<file path="config.mk">
export PLATFORM = sky130hd
export DESIGN_NAME = lz4d_ram
export DESIGN_NICKNAME = d
export VERILOG_FILES = /design/src/rtl/lz4d_ram.sv
export SDC_FILE = /design/constraint.sdc
export NUM_CORES = 2
export LEC_CHECK = 0
export CORE_UTILIZATION = 25
export CTS_BUF_LIST = sky130_fd_sc_hd__clkbuf_16
export CTS_CLUSTER_DIAMETER = 40
export DETAILED_ROUTE_END_ITERATION = 16
export DONT_BUFFER_PORTS = 1
export GPL_ROUTABILITY_DRIVEN = 0
export GPL_TIMING_DRIVEN = 0
export SLEW_MARGIN = 20
export SYNTH_ARGS = -nofsm -noshare
export SYNTH_HDL_FRONTEND = slang
export SYNTH_SLANG_ARGS = --single-unit
</file>
<file path="constraint.sdc">
create_clock -name clk_i -period 3.3 [get_ports clk_i]
set_input_delay 0.33 -clock clk_i [delete_from_list [all_inputs] [get_ports clk_i]]
set_output_delay 0.33 -clock clk_i [all_outputs]
set_load 0.01 [all_outputs]
</file>
<file path="src/rtl/lz4d_ram.sv">
module lz4d_ram #(
  parameter int unsigned Width = 8,
  parameter int unsigned Depth = 256,
  localparam int unsigned AddrW = $clog2(Depth)
) (
  input  logic             clk_i,
  input  logic             we_i,
  input  logic [AddrW-1:0] waddr_i,
  input  logic [Width-1:0] wdata_i,
  input  logic             re_i,
  input  logic [AddrW-1:0] raddr_i,
  output logic [Width-1:0] rdata_o
);

  logic [Width-1:0] mem_q [Depth];
  logic [Width-1:0] rdata_q;

  always_ff @(posedge clk_i) begin
    if (we_i) begin
      mem_q[waddr_i] <= wdata_i;
    end
    if (re_i) begin
      rdata_q <= mem_q[raddr_i];
    end
  end

  assign rdata_o = rdata_q;

endmodule

</file>
==> impl_metrics.yaml <==
power_and_ir_drop:
  static-leakage-power_nw: 29.0
  vdd_drop_max_mv: 0.574
  power-per-cell-area_nw_per_um2: 654
timing:
  worst_slew_pin_slew_ns: 1.72
  setup_total_negative_slack_ns: -1.53
  setup_violations: 15
  rsz_0062_raised_after_global_routing: "false"
  period_minus_slack_ns: 3.56
  postLayoutSetupSlackWorst_ns: -0.260
  max_freq_mhz: 281
  fin_hold_ws_ns: -0.417
  min_period_over_period_pct: 108
  slew_headroom_pct: -14.7
  final_hold_viol_count: 1008
  clock_skew_ns: 0.0511
  drv_slew: 160
floorplan:
  initial_core_util_pct: 25.2
  num_rows: 206
  fp.dieArea_um2: 321000
  die_x_um: 566
  die_y_extent_um: 566
  coreArea_um2: 316000
  design.portCount: 35
yosys:
  yosys.area.top_type: "sky130_fd_sc_hd__edfxtp_1"
  syn_inst: 3733
  synthTopCellsByArea: "sky130_fd_sc_hd__edfxtp_1 (78%), sky130_fd_sc_hd__mux4_2 (13%), sky130_fd_sc_hd__mux2i_1 (1.7%)"
  mean_area_per_synthesized_cell_um2: 21.3
  async_flop_share_pct: 0
  ys_dominant_reg_cell: "sky130_fd_sc_hd__edfxtp_1"
  ys_types: 54
  netlist_area_um2: 79600
  synth_edf_count: 2056
  ys_warn_count: 0
  proportion_of_netlist_area_held_by_the_largest_area_contributor_pct: 77.5
  share_of_the_yosys_chip_area_belonging_to_registers_pct: 77.5
  synth_nets: 3760
  synth.ff_latch_count: 2056
route:
  routed_wire_length_per_instance_um: 29.7
  detail_route.vias_per_cell: 4.97
  detail_route.drc_violations: 0
  num_vias: 41914
  drt_first_pass_iters: 6
  postRouteWirelength_um: 250000
  antenna_left: 0
  detail_route.iter0.violations: 6603
setup_path:
  worst_ep_required_time_ns: 3.86
  worstSetupStartpointType: "primary input"
  reg2reg_depth: 6
  critPathKind: "in -> reg"
  setup.worst_path.end_class: "flop"
  crit_fanout: 10
  arrival_ns: 4.12
cts:
  cts-root-to-sink-buffers: 4
  number_of_buffers_inserted_during_clock_tree_synthesis: 293
  path_clk_slew_ns: 0.05
  tritoncts_num_sinks: 2056
  cts-root-buf: "sky130_fd_sc_hd__clkbuf_16"
  tritoncts: "yes"
  clock_insertion_delay_worst_skew_ns: 0.94
  h-tree-depth: 5
  post_cts.repair.setup_buffers: 0
run_status:
  run_status: "complete, but fails checks"
  failed_checks: "negative hold slack, max-slew violations, negative setup slack"
finish:
  layout-drive-gt1-share_pct: 26.4
  nNetsFinal: 4068
  core_occupancy_in_the_finished_layout_pct: 30.0
  layout.cell_area.non_filler_um2: 94900
  flow.area_growth_from_synthesis_pct: 19.2
  filler_cell_count: 30434
min_path:
  worstHoldPathType: "in -> reg"
  hold_path_depth: 0
placed_design:
  dpl_cell_area_um2: 85100
  buffer_ports.inserted: 0
  dp_hpwl_um: 161000
global_routing:
  antenna_violations_before_repair: 19
  grt_pass1_vias: 41188
  grt_pass1_wl_um: 337000
  grt_use_total_pct: 15.1
  grt_max_degree: 257
  global_route.overflow_total: 0
run:
  max-cap-violations: 0
cell families after synthesis:
logic type / after synthesis / synth area share [%]
DFF: 2056 / 77.5
muxes: 591 / 14.6
buffers and inverters: 235 / 1.83
AOI/OAI and AO/OA: 385 / 3.42
and+or+nand+nor: 466 / 2.63
metal layers:
| layer | GRT usage (%) | part of all wire, % |
|---|---|---|
| met2 | 23.7 | 46 |
| met3 | 4.27 | 11 |
| met1 | 19.2 | 38 |
| met4 | 7.31 | 5.0 |
| met5 | 0 | 0.014 |
registers in the layout, summed over array words and instances, names as in the netlist:
signal   flops
mem_q     2048
rdata_o      8
final timing paths:
check / start / endpoint / slack [ns]
min: wdata_i[2] / mem_q[70][2] / -0.42
min reg2reg: mem_q[230][4] / rdata_o[4] / 1.44
max: raddr_i[1] / rdata_o[7] / -0.26
max reg2reg: mem_q[82][5] / rdata_o[5] / 0.06
Yosys cell counts, drive strengths merged, types with 6 or more instances:
| library cell | count |
|---|---|
| edfxtp | 2056 |
| mux4 | 456 |
| nor2 | 282 |
| mux2i | 134 |
| a22oi | 133 |
| buf | 122 |
| clkbuf | 111 |
| a21oi | 96 |
| o221ai | 47 |
| nand3 | 34 |
| nand2 | 33 |
| nor2b | 31 |
| o22ai | 28 |
| nor4 | 27 |
| nor3 | 22 |
| a211oi | 16 |
| a221oi | 14 |
| o21ai | 12 |
| nand4 | 10 |
| o211ai | 10 |
| a22o | 8 |
| nand2b | 8 |
| and2 | 6 |
power breakdown:
| group | internal, mW | total [mW] | switching [mW] |
|---|---|---|---|
| clock network | 18.8 | 30.5 | 11.7 |
| registers | 28.8 | 28.9 | 0.0318 |
| logic | 0.901 | 2.76 | 1.86 |
cells in the final DEF, fill, tap and decap left out, drive strengths merged, types with 6 or more instances in the layout:
cell      instances
edfxtp         2056
mux4            456
clkbuf          409
nor2            282
mux2i           134
a22oi           133
buf             130
a21oi            96
clkinv           81
inv              71
o221ai           47
nand3            34
nand2            33
nor2b            31
clkinvlp         31
o22ai            28
bufinv           28
nor4             27
nor3             22
a211oi           16
diode            14
a221oi           14
o21ai            12
nand4            10
o211ai           10
nand2b            8
a22o              8
and2              6
final cells by class:
type | count | area, um^2 | share of cell area, %
Sequential cell | 2056 | 61700 | 65.0
Multi-Input combinational cell | 1442 | 16700 | 17.6
Clock buffer | 298 | 7460 | 7.86
Tap cell | 4160 | 5200 | 5.48
Clock inverter | 209 | 2020 | 2.13
Buffer | 233 | 1550 | 1.63
Timing Repair Buffer | 13 | 238 | 0.250
Antenna cell | 14 | 35.0 | 0.0369
Inverter | 2 | 7.51 | 0.00791
per-stage QoR:
step	hold slack [ns]	setup WS (ns)	std cells	power [mW]
3_3_place_gp	0.452	-2.67	7893	31.9
4_1_cts	-0.431	0.00605	8410	62.1
3_5_place_dp	0.452	-1.64	7902	32.0
5_1_grt	-0.456	0.00270	8413	63.3
6_report	-0.417	-0.260	8427	62.1
2_1_floorplan	0.429	0.894	3733	30.8
what timing repair did:
action | in CTS | in global routing
gates resized for setup | 44 | 13
hold buffers | 1 | 3
endpoints found under the setup margin | 8 | 5
endpoints found under the hold margin | 2056 | 2040
worst max-delay path, cell delays in order:
cell and delay, ns:
sky130_fd_sc_hd__buf_2 0.16, sky130_fd_sc_hd__buf_4 0.37, sky130_fd_sc_hd__buf_2 0.60, sky130_fd_sc_hd__nand3b_1 0.70
sky130_fd_sc_hd__o22ai_1 0.43, sky130_fd_sc_hd__o21ai_0 0.15, sky130_fd_sc_hd__nand3_1 0.23, sky130_fd_sc_hd__nor4_1 0.17
sky130_fd_sc_hd__nor4_2 0.90
(Power assumes the default switching activity.)
